<file path="src/hw/rtl/lppd_pkg.sv">
`timescale 1ns / 1ps
`default_nettype none
// ----------------------------------------------------------------------------
// lppd_pkg
// Shared types, constants and the arctangent step table of the lidar
// packet point decoder.
// ----------------------------------------------------------------------------
package lppd_pkg;

    // stream framing
    localparam logic [7:0] HDR_FIRST  = 8'hAA;
    localparam logic [7:0] HDR_SECOND = 8'h55;

    // angle units of 1/64 degree
    localparam logic [14:0] TURN64 = 15'd23040;
    localparam logic [15:0] HALF64 = 16'd11520;
    // two turns in 1/16384 degree, keeps the angle sum positive
    localparam logic signed [31:0] TURN_BIAS = 32'sd11796480;
    localparam logic signed [31:0] ROUND_HALF = 32'sd128;

    // iterative units
    localparam int DIV_STEPS    = 31;
    localparam int CORDIC_STEPS = 18;

    // configuration register indexes
    localparam logic [7:0] CFG_CROP_ENABLE = 8'd0;
    localparam logic [7:0] CFG_CROP_LOW    = 8'd1;
    localparam logic [7:0] CFG_CROP_HIGH   = 8'd2;
    localparam logic [7:0] CFG_MIN_DIST    = 8'd3;

    typedef struct packed {
        logic        crop_enable;
        logic [14:0] crop_low_angle;
        logic [14:0] crop_high_angle;
        logic [15:0] min_distance;
    } t_cfg;

    // one point job handed from the parser to the math unit
    typedef struct packed {
        logic [15:0]        raw;
        logic [14:0]        start64;
        logic signed [15:0] span;
        logic [7:0]         num;
        logic [7:0]         cnt;
    } t_job;

    // atan(2^-i) in 1/16384 degree, rounded
    function automatic logic signed [23:0] f_atan(input logic [4:0] i);
        logic signed [23:0] v;
        v = '0;
        case (i)
            5'd0:    v = 24'sd737280;
            5'd1:    v = 24'sd435242;
            5'd2:    v = 24'sd229970;
            5'd3:    v = 24'sd116736;
            5'd4:    v = 24'sd58595;
            5'd5:    v = 24'sd29326;
            5'd6:    v = 24'sd14667;
            5'd7:    v = 24'sd7334;
            5'd8:    v = 24'sd3667;
            5'd9:    v = 24'sd1833;
            5'd10:   v = 24'sd917;
            5'd11:   v = 24'sd458;
            5'd12:   v = 24'sd229;
            5'd13:   v = 24'sd115;
            5'd14:   v = 24'sd57;
            5'd15:   v = 24'sd29;
            5'd16:   v = 24'sd14;
            5'd17:   v = 24'sd7;
            default: v = 24'sd0;
        endcase
        return v;
    endfunction

endpackage
`default_nettype wire

</file>
<file path="src/hw/rtl/lppd_ifs.sv">
`timescale 1ns / 1ps
`default_nettype none
// ----------------------------------------------------------------------------
// lppd channel interfaces
// Byte input, point output and configuration write channels.
// ----------------------------------------------------------------------------
interface lppd_byte_if;
    logic       valid;
    logic       ready;
    logic [7:0] rx_byte;
    modport source (output valid, output rx_byte, input ready);
    modport sink   (input valid, input rx_byte, output ready);
endinterface

interface lppd_point_if;
    logic        valid;
    logic        ready;
    logic [14:0] point_angle;
    logic [15:0] point_distance;
    logic        in_sector;
    logic        new_scan;
    logic        before_first_scan;
    modport source (output valid, output point_angle, output point_distance,
                    output in_sector, output new_scan, output before_first_scan,
                    input ready);
    modport sink   (input valid, input point_angle, input point_distance,
                    input in_sector, input new_scan, input before_first_scan,
                    output ready);
endinterface

interface lppd_cfg_if;
    logic        valid;
    logic        ready;
    logic [7:0]  index;
    logic [15:0] data;
    modport source (output valid, output index, output data, input ready);
    modport sink   (input valid, input index, input data, output ready);
endinterface
`default_nettype wire

</file>
<file path="src/hw/rtl/lppd_front.sv">
`timescale 1ns / 1ps
`default_nettype none
// ----------------------------------------------------------------------------
// lppd_front
// Packet parser: header sync, header fields, angle span and point jobs.
// ----------------------------------------------------------------------------
module lppd_front (
    input  wire logic          i_clk,
    input  wire logic          i_rst_n,
    input  wire logic          i_acc,
    input  wire logic [7:0]    i_byte,
    input  wire lppd_pkg::t_cfg i_cfg,
    output lppd_pkg::t_job     o_job,
    output logic               o_push
);

    typedef enum logic [1:0] {PH_HDR1, PH_HDR2, PH_PRE, PH_BODY} t_phase;

    t_phase r_phase, n_phase;
    logic [9:0] r_pos, n_pos;
    logic [7:0] r_cnt, n_cnt;
    logic [15:0] r_start, n_start;
    logic signed [15:0] r_span, n_span;
    logic [7:0] r_dlow, n_dlow;
    logic [7:0] r_num, n_num;
    logic [1:0] r_k, n_k;

    logic [9:0] w_last_pos;
    logic [15:0] w_word;
    logic signed [16:0] w_diff;
    logic signed [16:0] w_span;

    // last byte position of the packet
    assign w_last_pos = ({2'b0, r_cnt} << 1) + {2'b0, r_cnt} + 10'd7;
    assign w_word = {i_byte, r_dlow};

    // span from start to end angle, one turn added when negative, zero for cnt <= 1
    always_comb begin
        w_diff = $signed({2'b0, w_word[15:1]}) - $signed({2'b0, r_start[15:1]});
        w_span = w_diff;
        if (w_diff < 0) begin
            w_span = w_diff + $signed({2'b0, lppd_pkg::TURN64});
        end
        if (r_cnt <= 8'd1) begin
            w_span = '0;
        end
    end

    // job payload
    assign o_job.raw     = w_word;
    assign o_job.start64 = r_start[15:1];
    assign o_job.span    = r_span;
    assign o_job.num     = r_num;
    assign o_job.cnt     = r_cnt;

    // parser next state
    always_comb begin
        n_phase = r_phase;
        n_pos   = r_pos;
        n_cnt   = r_cnt;
        n_start = r_start;
        n_span  = r_span;
        n_dlow  = r_dlow;
        n_num   = r_num;
        n_k     = r_k;
        o_push  = 1'b0;
        if (i_acc) begin
            unique case (r_phase)
                PH_HDR1: begin
                    if (i_byte == lppd_pkg::HDR_FIRST) begin
                        n_phase = PH_HDR2;
                        n_pos   = 10'd1;
                    end
                end
                PH_HDR2: begin
                    if (i_byte == lppd_pkg::HDR_SECOND) begin
                        n_phase = PH_PRE;
                        n_pos   = 10'd2;
                    end else if (i_byte == lppd_pkg::HDR_FIRST) begin
                        n_pos = 10'd1;
                    end else begin
                        n_phase = PH_HDR1;
                        n_pos   = 10'd0;
                    end
                end
                PH_PRE: begin
                    if (r_pos >= 10'd3) begin
                        n_cnt   = i_byte;
                        n_num   = 8'd0;
                        n_phase = PH_BODY;
                    end
                    n_pos = r_pos + 10'd1;
                end
                PH_BODY: begin
                    if (r_pos == 10'd4) begin
                        n_start[7:0] = i_byte;
                    end else if (r_pos == 10'd5) begin
                        n_start[15:8] = i_byte;
                    end else if (r_pos == 10'd6) begin
                        n_dlow = i_byte;
                    end else if (r_pos == 10'd7) begin
                        n_span = w_span[15:0];
                        n_k    = 2'd0;
                    end else begin
                        // sample bytes: distance low, distance high, ignored
                        if (r_k == 2'd0) begin
                            n_dlow = i_byte;
                            n_k    = 2'd1;
                        end else if (r_k == 2'd1) begin
                            o_push = (w_word > i_cfg.min_distance);
                            n_k    = 2'd2;
                        end else begin
                            n_num = r_num + 8'd1;
                            n_k   = 2'd0;
                        end
                    end
                    if (r_pos >= w_last_pos) begin
                        n_phase = PH_HDR1;
                        n_pos   = 10'd0;
                    end else begin
                        n_pos = r_pos + 10'd1;
                    end
                end
                default: begin
                    n_phase = PH_HDR1;
                end
            endcase
        end
    end

    always_ff @(posedge i_clk) begin
        if (!i_rst_n) begin
            r_phase <= PH_HDR1;
            r_pos   <= '0;
            r_cnt   <= '0;
            r_start <= '0;
            r_span  <= '0;
            r_dlow  <= '0;
            r_num   <= '0;
            r_k     <= '0;
        end else begin
            r_phase <= n_phase;
            r_pos   <= n_pos;
            r_cnt   <= n_cnt;
            r_start <= n_start;
            r_span  <= n_span;
            r_dlow  <= n_dlow;
            r_num   <= n_num;
            r_k     <= n_k;
        end
    end

endmodule
`default_nettype wire

</file>
<file path="src/hw/rtl/lppd_queue.sv">
`timescale 1ns / 1ps
`default_nettype none
// ----------------------------------------------------------------------------
// lppd_queue
// Two-entry job queue between the parser and the math unit.
// ----------------------------------------------------------------------------
module lppd_queue (
    input  wire logic           i_clk,
    input  wire logic           i_rst_n,
    input  wire logic           i_push,
    input  wire lppd_pkg::t_job i_job,
    input  wire logic           i_pop,
    output lppd_pkg::t_job      o_job,
    output logic                o_full,
    output logic                o_empty
);

    lppd_pkg::t_job r_mem [2];
    logic r_wr_ptr, r_rd_ptr;
    logic [1:0] r_count;

    assign o_full  = (r_count == 2'd2);
    assign o_empty = (r_count == 2'd0);
    assign o_job   = r_mem[r_rd_ptr];

    // storage
    always_ff @(posedge i_clk) begin
        if (i_push) begin
            r_mem[r_wr_ptr] <= i_job;
        end
    end

    // pointers and fill count
    always_ff @(posedge i_clk) begin
        if (!i_rst_n) begin
            r_wr_ptr <= 1'b0;
            r_rd_ptr <= 1'b0;
            r_count  <= '0;
        end else begin
            if (i_push) begin
                r_wr_ptr <= ~r_wr_ptr;
            end
            if (i_pop) begin
                r_rd_ptr <= ~r_rd_ptr;
            end
            r_count <= r_count + {1'b0, i_push} - {1'b0, i_pop};
        end
    end

endmodule
`default_nettype wire

</file>
<file path="src/hw/rtl/lppd_back.sv">
`timescale 1ns / 1ps
`default_nettype none
// ----------------------------------------------------------------------------
// lppd_back
// Point math: interpolation divider, CORDIC correction, wrap, flags and
// the output register.
// ----------------------------------------------------------------------------
module lppd_back (
    input  wire logic           i_clk,
    input  wire logic           i_rst_n,
    input  wire lppd_pkg::t_job i_job,
    input  wire logic           i_empty,
    input  wire lppd_pkg::t_cfg i_cfg,
    output logic                o_pop,
    lppd_point_if.source        o_point
);

    typedef enum logic [2:0] {ST_IDLE, ST_LOAD, ST_CALC, ST_SUM, ST_WRAP} t_state;

    t_state r_state;
    lppd_pkg::t_job r_job;
    logic [4:0] r_step;
    logic [30:0] r_dvd;
    logic [7:0] r_rem;
    logic [7:0] r_div;
    logic r_neg;
    logic signed [51:0] r_x, r_y;
    logic signed [23:0] r_z;
    logic [16:0] r_v;
    logic [14:0] r_last;
    logic r_wrap_seen;

    logic r_out_valid;
    logic [14:0] r_out_angle;
    logic [15:0] r_out_dist;
    logic r_out_ins, r_out_ns, r_out_bfs;

    logic w_out_free;
    logic w_out_load;
    logic signed [24:0] w_prod;
    logic [22:0] w_mag;
    logic [28:0] w_xm;
    logic [19:0] w_raw10;
    logic signed [21:0] w_ydiff;
    logic signed [28:0] w_ym;
    logic [8:0] w_rem_sh;
    logic w_qbit;
    logic signed [51:0] w_xs, w_ys;
    logic signed [31:0] w_quot, w_t;
    logic [14:0] w_a;
    logic w_ns, w_ins;

    assign w_out_free = !r_out_valid || o_point.ready;
    assign o_pop = (r_state == ST_IDLE) && !i_empty;
    // finished point moves into the output register
    assign w_out_load = (r_state == ST_WRAP) && (r_v < {2'b0, lppd_pkg::TURN64})
                        && w_out_free;

    // setup products
    assign w_prod  = r_job.span * $signed({1'b0, r_job.num});
    assign w_mag   = w_prod[24] ? 23'(-w_prod) : w_prod[22:0];
    assign w_xm    = 29'(r_job.raw) * 29'd7765;
    assign w_raw10 = ({4'b0, r_job.raw} << 3) + ({4'b0, r_job.raw} << 1);
    assign w_ydiff = 22'sd6212 - $signed({2'b0, w_raw10});
    assign w_ym    = 29'(w_ydiff) * 29'sd109;

    // divider step
    assign w_rem_sh = {r_rem, r_dvd[30]};
    assign w_qbit   = (w_rem_sh >= {1'b0, r_div});

    // cordic shifts
    assign w_xs = r_x >>> r_step;
    assign w_ys = r_y >>> r_step;

    // angle sum
    always_comb begin
        w_quot = r_neg ? -$signed({1'b0, r_dvd}) : $signed({1'b0, r_dvd});
        if (r_job.cnt <= 8'd1) begin
            w_quot = '0;
        end
        w_t = $signed({9'b0, r_job.start64, 8'b0}) + w_quot
            + $signed({{8{r_z[23]}}, r_z}) + lppd_pkg::ROUND_HALF + lppd_pkg::TURN_BIAS;
    end

    // flags of the finished point
    assign w_a  = r_v[14:0];
    assign w_ns = (({1'b0, w_a} + lppd_pkg::HALF64) < {1'b0, r_last});
    always_comb begin
        if (!i_cfg.crop_enable) begin
            w_ins = 1'b1;
        end else if (i_cfg.crop_low_angle > i_cfg.crop_high_angle) begin
            w_ins = (w_a >= i_cfg.crop_low_angle) || (w_a <= i_cfg.crop_high_angle);
        end else begin
            w_ins = (w_a >= i_cfg.crop_low_angle) && (w_a <= i_cfg.crop_high_angle);
        end
    end

    // sequencer
    always_ff @(posedge i_clk) begin
        if (!i_rst_n) begin
            r_state     <= ST_IDLE;
            r_last      <= '0;
            r_wrap_seen <= 1'b0;
            r_out_valid <= 1'b0;
            r_step      <= '0;
        end else begin
            if (w_out_load) begin
                r_out_valid <= 1'b1;
            end else if (r_out_valid && o_point.ready) begin
                r_out_valid <= 1'b0;
            end
            unique case (r_state)
                ST_IDLE: begin
                    if (!i_empty) begin
                        r_job   <= i_job;
                        r_state <= ST_LOAD;
                    end
                end
                ST_LOAD: begin
                    r_dvd   <= {w_mag, 8'b0};
                    r_neg   <= w_prod[24];
                    r_rem   <= '0;
                    r_div   <= r_job.cnt - 8'd1;
                    r_x     <= {7'b0, w_xm, 16'b0};
                    r_y     <= {{7{w_ym[28]}}, w_ym, 16'b0};
                    r_z     <= '0;
                    r_step  <= '0;
                    r_state <= ST_CALC;
                end
                ST_CALC: begin
                    // one restoring division step
                    r_rem <= w_qbit ? 8'(w_rem_sh - {1'b0, r_div}) : w_rem_sh[7:0];
                    r_dvd <= {r_dvd[29:0], w_qbit};
                    // one cordic vectoring step in parallel
                    if (32'(r_step) < lppd_pkg::CORDIC_STEPS) begin
                        if (r_y >= 0) begin
                            r_x <= r_x + w_ys;
                            r_y <= r_y - w_xs;
                            r_z <= r_z + lppd_pkg::f_atan(r_step);
                        end else begin
                            r_x <= r_x - w_ys;
                            r_y <= r_y + w_xs;
                            r_z <= r_z - lppd_pkg::f_atan(r_step);
                        end
                    end
                    if (32'(r_step) == lppd_pkg::DIV_STEPS - 1) begin
                        r_state <= ST_SUM;
                    end
                    r_step <= r_step + 5'd1;
                end
                ST_SUM: begin
                    r_v     <= w_t[24:8];
                    r_state <= ST_WRAP;
                end
                ST_WRAP: begin
                    if (r_v >= {2'b0, lppd_pkg::TURN64}) begin
                        r_v <= r_v - {2'b0, lppd_pkg::TURN64};
                    end else if (w_out_free) begin
                        r_out_angle <= w_a;
                        r_out_dist  <= r_job.raw;
                        r_out_ins   <= w_ins;
                        r_out_ns    <= w_ns;
                        r_out_bfs   <= !(r_wrap_seen || w_ns);
                        r_last      <= w_a;
                        if (w_ns) begin
                            r_wrap_seen <= 1'b1;
                        end
                        r_state <= ST_IDLE;
                    end
                end
                default: begin
                    r_state <= ST_IDLE;
                end
            endcase
        end
    end

    assign o_point.valid             = r_out_valid;
    assign o_point.point_angle       = r_out_angle;
    assign o_point.point_distance    = r_out_dist;
    assign o_point.in_sector         = r_out_ins;
    assign o_point.new_scan          = r_out_ns;
    assign o_point.before_first_scan = r_out_bfs;

endmodule
`default_nettype wire

</file>
<file path="src/hw/rtl/lidar_packet_point_decoder_unit.sv">
`timescale 1ns / 1ps
`default_nettype none
// ----------------------------------------------------------------------------
// lidar_packet_point_decoder_unit
// Lidar scan packet decoder: serial bytes in, corrected points out.
// ----------------------------------------------------------------------------
// The parser takes one byte per cycle while its two-entry point queue has
// room. Each point above the distance threshold then passes through the math
// unit: a load step, 31 restoring divider steps for the angle interpolation
// (the 18 CORDIC correction steps run alongside), a sum step, turn wrapping
// and the handoff into the output register. A point needs three bytes and the
// math unit takes one point at a time; once the queue is full, the byte
// channel stalls. Configuration writes are taken at once, in every cycle.
module lidar_packet_point_decoder_unit (
    input  wire logic    i_clk,
    input  wire logic    i_rst_n,
    lppd_byte_if.sink    i_byte,
    lppd_cfg_if.sink     i_cfg,
    lppd_point_if.source o_point
);

    lppd_pkg::t_cfg r_cfg;
    lppd_pkg::t_job w_push_job, w_pop_job;
    logic w_push, w_pop, w_full, w_empty, w_acc;

    assign i_cfg.ready  = 1'b1;
    assign i_byte.ready = !w_full;
    assign w_acc        = i_byte.valid && i_byte.ready;

    // configuration registers
    always_ff @(posedge i_clk) begin
        if (!i_rst_n) begin
            r_cfg.crop_enable     <= 1'b1;
            r_cfg.crop_low_angle  <= 15'd17280;
            r_cfg.crop_high_angle <= 15'd5760;
            r_cfg.min_distance    <= 16'd40;
        end else if (i_cfg.valid) begin
            priority if (i_cfg.index == lppd_pkg::CFG_CROP_ENABLE) begin
                r_cfg.crop_enable <= i_cfg.data[0];
            end else if (i_cfg.index == lppd_pkg::CFG_CROP_LOW) begin
                r_cfg.crop_low_angle <= i_cfg.data[14:0];
            end else if (i_cfg.index == lppd_pkg::CFG_CROP_HIGH) begin
                r_cfg.crop_high_angle <= i_cfg.data[14:0];
            end else if (i_cfg.index == lppd_pkg::CFG_MIN_DIST) begin
                r_cfg.min_distance <= i_cfg.data;
            end else begin
                r_cfg <= r_cfg;
            end
        end
    end

    lppd_front u_front (
        .i_clk   (i_clk),
        .i_rst_n (i_rst_n),
        .i_acc   (w_acc),
        .i_byte  (i_byte.rx_byte),
        .i_cfg   (r_cfg),
        .o_job   (w_push_job),
        .o_push  (w_push)
    );

    lppd_queue u_queue (
        .i_clk   (i_clk),
        .i_rst_n (i_rst_n),
        .i_push  (w_push),
        .i_job   (w_push_job),
        .i_pop   (w_pop),
        .o_job   (w_pop_job),
        .o_full  (w_full),
        .o_empty (w_empty)
    );

    lppd_back u_back (
        .i_clk   (i_clk),
        .i_rst_n (i_rst_n),
        .i_job   (w_pop_job),
        .i_empty (w_empty),
        .i_cfg   (r_cfg),
        .o_pop   (w_pop),
        .o_point (o_point)
    );

    // a job never lands on a full queue
    a_no_overflow: assert property (@(posedge i_clk) disable iff (!i_rst_n)
        w_push |-> !w_full)
        else $error("point job pushed into a full queue");

    // a new revolution point is never before the first wrap
    a_wrap_flags: assert property (@(posedge i_clk) disable iff (!i_rst_n)
        (o_point.valid && o_point.new_scan) |-> !o_point.before_first_scan)
        else $error("new scan flagged before first scan");

    // angle stays within one turn
    a_angle_range: assert property (@(posedge i_clk) disable iff (!i_rst_n)
        o_point.valid |-> (o_point.point_angle < lppd_pkg::TURN64))
        else $error("point angle outside one turn");

endmodule
`default_nettype wire

</file>
<file path="src/flat_wrapper.sv">
// flat-port wrapper written by rule: the top's interface ports become plain ports
module lidar_packet_point_decoder_unit_flat 
  (i_clk, i_rst_n, i_byte_valid, i_byte_rx_byte, i_byte_ready, i_cfg_valid, i_cfg_index, i_cfg_data, i_cfg_ready, o_point_valid, o_point_point_angle, o_point_point_distance, o_point_in_sector, o_point_new_scan, o_point_before_first_scan, o_point_ready);
  lppd_byte_if i_byte_i ();
  lppd_cfg_if i_cfg_i ();
  lppd_point_if o_point_i ();
  input  wire logic i_clk;
  input  wire logic i_rst_n;
  input wire logic [$bits(i_byte_i.valid)-1:0] i_byte_valid;
  input wire logic [$bits(i_byte_i.rx_byte)-1:0] i_byte_rx_byte;
  output wire logic [$bits(i_byte_i.ready)-1:0] i_byte_ready;
  input wire logic [$bits(i_cfg_i.valid)-1:0] i_cfg_valid;
  input wire logic [$bits(i_cfg_i.index)-1:0] i_cfg_index;
  input wire logic [$bits(i_cfg_i.data)-1:0] i_cfg_data;
  output wire logic [$bits(i_cfg_i.ready)-1:0] i_cfg_ready;
  output wire logic [$bits(o_point_i.valid)-1:0] o_point_valid;
  output wire logic [$bits(o_point_i.point_angle)-1:0] o_point_point_angle;
  output wire logic [$bits(o_point_i.point_distance)-1:0] o_point_point_distance;
  output wire logic [$bits(o_point_i.in_sector)-1:0] o_point_in_sector;
  output wire logic [$bits(o_point_i.new_scan)-1:0] o_point_new_scan;
  output wire logic [$bits(o_point_i.before_first_scan)-1:0] o_point_before_first_scan;
  input wire logic [$bits(o_point_i.ready)-1:0] o_point_ready;
  assign i_byte_i.valid = i_byte_valid;
  assign i_byte_i.rx_byte = i_byte_rx_byte;
  assign i_byte_ready = i_byte_i.ready;
  assign i_cfg_i.valid = i_cfg_valid;
  assign i_cfg_i.index = i_cfg_index;
  assign i_cfg_i.data = i_cfg_data;
  assign i_cfg_ready = i_cfg_i.ready;
  assign o_point_valid = o_point_i.valid;
  assign o_point_point_angle = o_point_i.point_angle;
  assign o_point_point_distance = o_point_i.point_distance;
  assign o_point_in_sector = o_point_i.in_sector;
  assign o_point_new_scan = o_point_i.new_scan;
  assign o_point_before_first_scan = o_point_i.before_first_scan;
  assign o_point_i.ready = o_point_ready;
  lidar_packet_point_decoder_unit u_core (.i_clk(i_clk), .i_rst_n(i_rst_n), .i_byte(i_byte_i), .i_cfg(i_cfg_i), .o_point(o_point_i));
endmodule
</file>
<file path="config.mk">
export PLATFORM = sky130hd
export DESIGN_NAME = lidar_packet_point_decoder_unit_flat
export DESIGN_NICKNAME = d
export VERILOG_FILES = /design/src/hw/rtl/lppd_pkg.sv /design/src/hw/rtl/lppd_ifs.sv /design/src/hw/rtl/lppd_front.sv /design/src/hw/rtl/lppd_queue.sv /design/src/hw/rtl/lppd_back.sv /design/src/hw/rtl/lidar_packet_point_decoder_unit.sv /design/src/flat_wrapper.sv
export SDC_FILE = /design/constraint.sdc
export NUM_CORES = 2
export LEC_CHECK = 0
export ABC_CLOCK_PERIOD_IN_PS = 23700
export CORE_AREA = 2 2 380 382
export CTS_BUF_LIST = sky130_fd_sc_hd__clkbuf_4
export DETAILED_ROUTE_END_ITERATION = 8
export DIE_AREA = 0 0 382 384
export DONT_BUFFER_PORTS = 1
export PLACE_DENSITY = 0.63
export RECOVER_POWER = 25
export SYNTH_ARGS = -nofsm -noshare
export SYNTH_HDL_FRONTEND = slang
export SYNTH_SLANG_ARGS = --single-unit
</file>
<file path="constraint.sdc">
create_clock -name i_clk -period 23.7 [get_ports i_clk]
set_clock_uncertainty 0.05 [all_clocks]
set_input_delay 3.555 -clock i_clk [delete_from_list [all_inputs] [get_ports i_clk]]
set_output_delay 3.555 -clock i_clk [all_outputs]
set_load 0.01 [all_outputs]
</file>
# == Yosys cells after proc, flatten, opt, wreduce, memory -nomap -nowiden ==
# Memory sizes are Yosys's and may differ from the RTL's. A register that Yosys moved wholly into a read port is not among the register bits.
# Index checks and enable logic that the tools add are counted.
# totals
ff_bits,373
latch_bits,0
ram_bits,126
romBits,1280
inputBits,37
output_inout_bits,37
elab_cells,250
mem_count,3
# op_classes
n_addsub,27
n_mul,3
div_mod_pow,0
order_cmp,15
eq_ne,36
n_shift,2
muxes,75
bitwise_logic,10
n_reduce_logical,45
# memory_table
memory,words,word_bits,read_ports,rd_ports_with_merged_regs,wr,line,source
(no name shown),32,20,1,1,0,lppd_pkg.sv:51,case (i)
(no name shown),32,20,1,1,0,lppd_pkg.sv:51,
u_core.u_queue.r_mem,2,63,1,1,1,lppd_queue.sv:18,lppd_pkg::t_job r_mem [2];
# ops
op,count
two-way mux 24 bit,10
two-way mux 52 bit,4
one-hot mux 52 bit (2 select lines),2
adder 52 bit,2
>>> shifter 52 x 5 -> 52 bit,2
subtractor 52 bit,2
two-way mux 8 bit,11
one-hot mux 31 bit (2 select lines),1
greater-or-equal comparator 52 x 1 -> 1 bit (second input constant),1
two-way mux 25 bit,2
one-hot mux 24 bit (2 select lines),1
== test 10 x 3 -> 1 bit (second input constant),4
one-hot mux 10 bit (4 select lines),1
one-hot mux 17 bit (2 select lines),1
two-way mux 16 bit,2
one-hot mux 8 bit (2 select lines),2
inequality test 2 bit (second input constant),15
multiplier 16 x 13 -> 29 bit (second input constant),1
multiplier 21 x 8 -> 29 bit (second input constant),1
adder 24 x 25 -> 25 bit,1
adder 25 x 24 -> 25 bit,1
adder 25 bit (second input constant),1
adder 25 x 9 -> 25 bit (second input constant),1
multiplier 16 x 9 -> 25 bit,1
68 further kinds,143

# == Depth between registers and ports, before layout ==
# depth
word_depth,11
depth_mapped,33
depth_no_buf,30

# == Modules after synthesis ==
# Synthesis repeated with hierarchy kept, for this count alone.
# hier_totals
hier_cells,6135
area_unflattened_um2,58847.7
# modules_own_cells
mod,n_inst,cells_each,area_each_um2,seq_area_each_um2
lppd_back,1,5124,46793.6,9609.2
lppd_front,1,606,5086.1,1381.3
lppd_queue,1,217,5074.9,3883.7
lidar_packet_point_decoder_unit,1,188,1893.1,940.9

# == Worst setup path after synthesis ==
# Ideal clock, no wire load.
# synth_timing
path_kind,input to register
from,in i_rst_n
to,reg u_core.u_back.r_x[0] (enable)
setup_ns,0.845
arrival_ns,13.463
required_time_ns,22.805
setup_slack_ns,9.342
path_stages,3
n_path_buf,1
cell_sequence,inv_1 > clkbuf_1 > a311oi_1
# synth_via
elab_chain_len,1
# synth_rtl
element,line,source
start: declaration,flat_wrapper.sv:8,input wire logic i_rst_n;
AND reduction 3 bit (no source line),--,
end signal: assignment,lppd_back.sv:124,"r_x <= {7'b0, w_xm, 16'b0};"
end signal: assignment,lppd_back.sv:137,r_x <= r_x + w_ys;
end signal: assignment,lppd_back.sv:141,r_x <= r_x - w_ys;
end: declaration,lppd_back.sv:27,"logic signed [51:0] r_x, r_y;"
# Every way passes these cells.
# A chain may end at the register's enable or synchronous reset.

# == Worst setup path after layout ==
# layout_timing
from,reg u_core.u_back.r_step[2]
to,reg u_core.u_back.r_y[51] (data pin)
# layout_via
elab_chain_len,5
word_cells_on_any_way,6
classes_between,2 x add/sub; 1 x shift; 3 x mux
# layout_rtl
element,line,source
start: declaration,lppd_back.sv:22,logic [4:0] r_step;
start signal: assignment,lppd_back.sv:149,r_step <= r_step + 5'd1;
>>> shifter 52 x 5 -> 52 bit (*),lppd_back.sv:72,assign w_xs = r_x >>> r_step;
adder 52 bit / subtractor 52 bit (equally long branches),"lppd_back.sv:142, lppd_back.sv:138",
two-way mux 52 bit (*),lppd_back.sv:136,if (r_y >= 0) begin
two-way mux 52 bit (*),lppd_back.sv:135,if (32'(r_step) < lppd_pkg::CORDIC_STEPS) begin
one-hot mux 52 bit (2 select lines) (*),lppd_back.sv:112,unique case (r_state)
end signal: assignment,lppd_back.sv:125,"r_y <= {{7{w_ym[28]}}, w_ym, 16'b0};"
end signal: assignment,lppd_back.sv:138,r_y <= r_y - w_xs;
end signal: assignment,lppd_back.sv:142,r_y <= r_y + w_xs;
end: declaration,lppd_back.sv:27,
# Mark *: on every way between the ends. The rest lies on a longest branch, timed or not. The select of a mux whose other input is x is not followed.

==> impl_metrics.ini <==
[run_status]
status = complete, but fails checks
violations = max-capacitance violations, max-slew violations

[synth]
ys_top_cells_by_count = 582 x inv_1, 565 x ha_1, 501 x nor2_1
yosysTopAreaCell = edfxtp_1
synth_edf_count = 416
postSynthCellCount = 5913
yosys.cell_types.count = 114
yosysSeqAreaShare = 0.2786
netlist_area_mm2 = 0.05669
synth_ff_type = edfxtp_1
avgSynthCellArea_um2 = 9.588
synth_top_area_frac = 0.2203
synth_area_leaders = edfxtp_1 22%, ha_1 12%, fa_1 8.7%
post-synth-top-count-cell = inv_1
syn_nets = 6761
yosys_warnings = 0
synth-seq-cells = 581
async_flop_share = 0

[routing]
drt_iter0_drc = 4217
via_per_inst = 5.667
drt-total-wl_mm = 162.6
wl_per_cell_um = 20.45
drc = 0
final_antenna_net_count = 0
via_count = 45060
dr.pass1.iters = 7

[timing]
setup_viol = 0
period_needed_ps = 9625
rsz0062_at_grt = no
drv_slew = 288
fin_crit_sh = 0.4061
max_freq_ghz = 0.1039
tns_ps = 0
fin_ws_ps = 14070
slew_headroom = -1.509
worst_pin_slew_ps = 3763
hold_viol_final = 0

[clock_network]
clock-sinks = 581
cts_tree = yes
cts_resized = 0
htreeDepth = 4
insertion_delay_ps = 1090
cts_made_buffers = 166
clk_path_buf_depth = 3
cts_setup_buffers = 0
hold_buffers = 0
clk_pin_slew_ps = 70
clock-root-buffer = clkbuf_4

[global_routing]
grt_pass1_wl_mm = 254.0
antenna_found_initial = 6
grt_start_max_net_pins = 74
gr-total-overflow = 0
grt_use_total = 0.2193
grt_pass1_vias = 44280

[critical_path]
reg2reg_setup_slack_ps = 14070
worst_path_most_repeated_cell = o21ai_0
worstPathBufferInverterCount = 2
slowest_stage = clkinvlp_2
arrival_ps = 10320
cp-start-kind = flip-flop
path_delay_family = simple AND/OR/NAND/NOR gates
crit_type = flip-flop to flip-flop
cp_max_fo = 40
max_stage_delay_ps = 1620
cp.required_ps = 24390
endpoint_kind = flip-flop

[cells_and_area]
drive_gt1_frac = 0.1028
area_growth_pct = 6.864
final_cell_area_mm2 = 0.06059
nets = 6750
final_cells = 7951
final_util = 0.4243

[placed_design]
place_hpwl_mm = 124.8
portBuffers = 0
place_ws_ps = 15100
gp_congestion = 1.035
place_inst = 7637
dpl_cell_area_mm2 = 0.05835

[pwr]
switching_share = 0.3734
cellLeakagePower_nw = 25.52
combPwrFrac = 0.493
internal_power_mw = 2.807
p_clk_frac = 0.220
sequentialPowerShare = 0.287
peakVddDrop_mv = 0.1128
power_density_mw_per_mm2 = 73.93
switchingPower_mw = 1.672

[run]
cap_violations = 5

[die]
die-area_mm2 = 0.1467
ios = 74
die_h_um = 384
initial_utilization = 0.3971
placementRows = 139
core_area_mm2 = 0.1428
die_w_um = 382

[min_path]
hp-class = flip-flop to flip-flop
power groups by stage:
stage | sequential [mW] | combinational [mW] | clock, mW
floorplan | 1.30 | 1.79 | 0
global placement | 1.30 | 2.16 | 0
detailed placement | 1.30 | 2.21 | 0
CTS | 1.28 | 2.22 | 1.02
global route | 1.29 | 2.49 | 1.08
finish | 1.28 | 2.21 | 0.987
final timing paths:
path	startpoint	endpoint	cells past startpoint
setup / recovery	u_core.u_back.r_step[2]	u_core.u_back.r_y[51]	25
hold / removal	u_core.u_front.r_span[8]	u_core.u_queue.r_mem[1][24]	0
setup reg to reg	u_core.u_back.r_step[2]	u_core.u_back.r_y[51]	25
hold reg to reg	u_core.u_front.r_span[8]	u_core.u_queue.r_mem[1][24]	0
sequential cells by signal, summed over array words and instances, names as in the netlist, 17 cells and up, named ones only:
register              count
u_core.u_queue.r_mem    126
u_core.u_back.r_job      63
u_core.u_back.r_x        52
u_core.u_back.r_y        52
u_core.r_cfg             47
u_core.u_back.r_dvd      31
u_core.u_back.r_z        24
u_core.u_back.r_v        17
cell usage in the layout, fill, tap and decap left out, types with 14 or more instances in the layout:
cell type / count
nor2b_1: 49
buf_4: 30
inv_1: 580
o21a_1: 44
o21bai_1: 33
nand3_1: 106
mux4_2: 125
o31ai_1: 45
xor2_1: 168
a22oi_1: 14
o41ai_1: 19
and3_1: 30
xnor2_1: 262
mux2i_1: 176
or3_1: 42
nand2_1: 448
a21o_1: 125
nand2b_1: 65
nor3_1: 94
nor4_1: 32
clkinv_1: 45
o21ai_0: 279
fa_1: 246
clkbuf_4: 238
o22ai_1: 32
edfxtp_1: 416
mux2_1: 17
o211ai_1: 24
a211o_1: 20
mux2_2: 113
dfxtp_1: 159
ha_1: 565
a211oi_1: 52
or2_2: 26
and2_1: 102
nor2_1: 497
nand4_1: 34
a31oi_1: 41
a21oi_1: 348
cell type report:
class	count	area [µm²]
fill	13830	82200
multi-input combinational	4530	37670
sequential	581	15820
tap	1903	2381
inverter	587	2207
clock buffer	238	1787
clock inverter	69	460.4
timing repair buffer	36	247.7
antenna	7	17.52
through the flow:
step	power (mW)	hold WS, ps
after floorplan	3.085	375.4
after global placement	3.466	381.6
after detailed placement	3.511	391.4
after CTS	4.521	393.6
after global routing	4.856	390.8
final	4.479	398.9
metal layers:
metal,GRT usage,wire length [µm],vias to the layer above
li1,-,-,21210
met3,0.04799,13670,313
met4,0.08712,5561,2
met2,0.3431,72900,1752
met1,0.2946,70420,21780
met5,0,16,-
worst register-to-register path, cell delays in order, from the launching register on:
cell	delay, ps
dfxtp_4	520
clkinvlp_2	1630
buf_4	920
nand2_1	630
o21ai_0	340
a211oi_1	490
and2_4	270
nand3_2	120
or3_1	490
or4_4	580
o21ai_0	220
xnor2_1	160
o21ai_0	130
ha_1	390
nand3_1	120
or2_2	330
or2_2	320
nor3_1	220
a211oi_1	90
o311a_1	150
o31ai_1	440
a211oi_1	170
o21ai_0	210
a21oi_1	90
xor3_1	190
o21bai_1	60
cell families (layout without fill, tap and decap cells):
family | count (synthesis) | in the layout | synth area share
other cells | 2 | 9 | 0.0001325
fa+ha+maj | 813 | 813 | 0.2119
mux | 438 | 438 | 0.1094
buf+inv | 802 | 930 | 0.05800
simple gates | 1618 | 1618 | 0.1362
flops | 581 | 581 | 0.2786
xor+xnor | 431 | 431 | 0.06685
compound gates | 1228 | 1228 | 0.1389
Note: power is estimated with default switching activity, not from simulation.
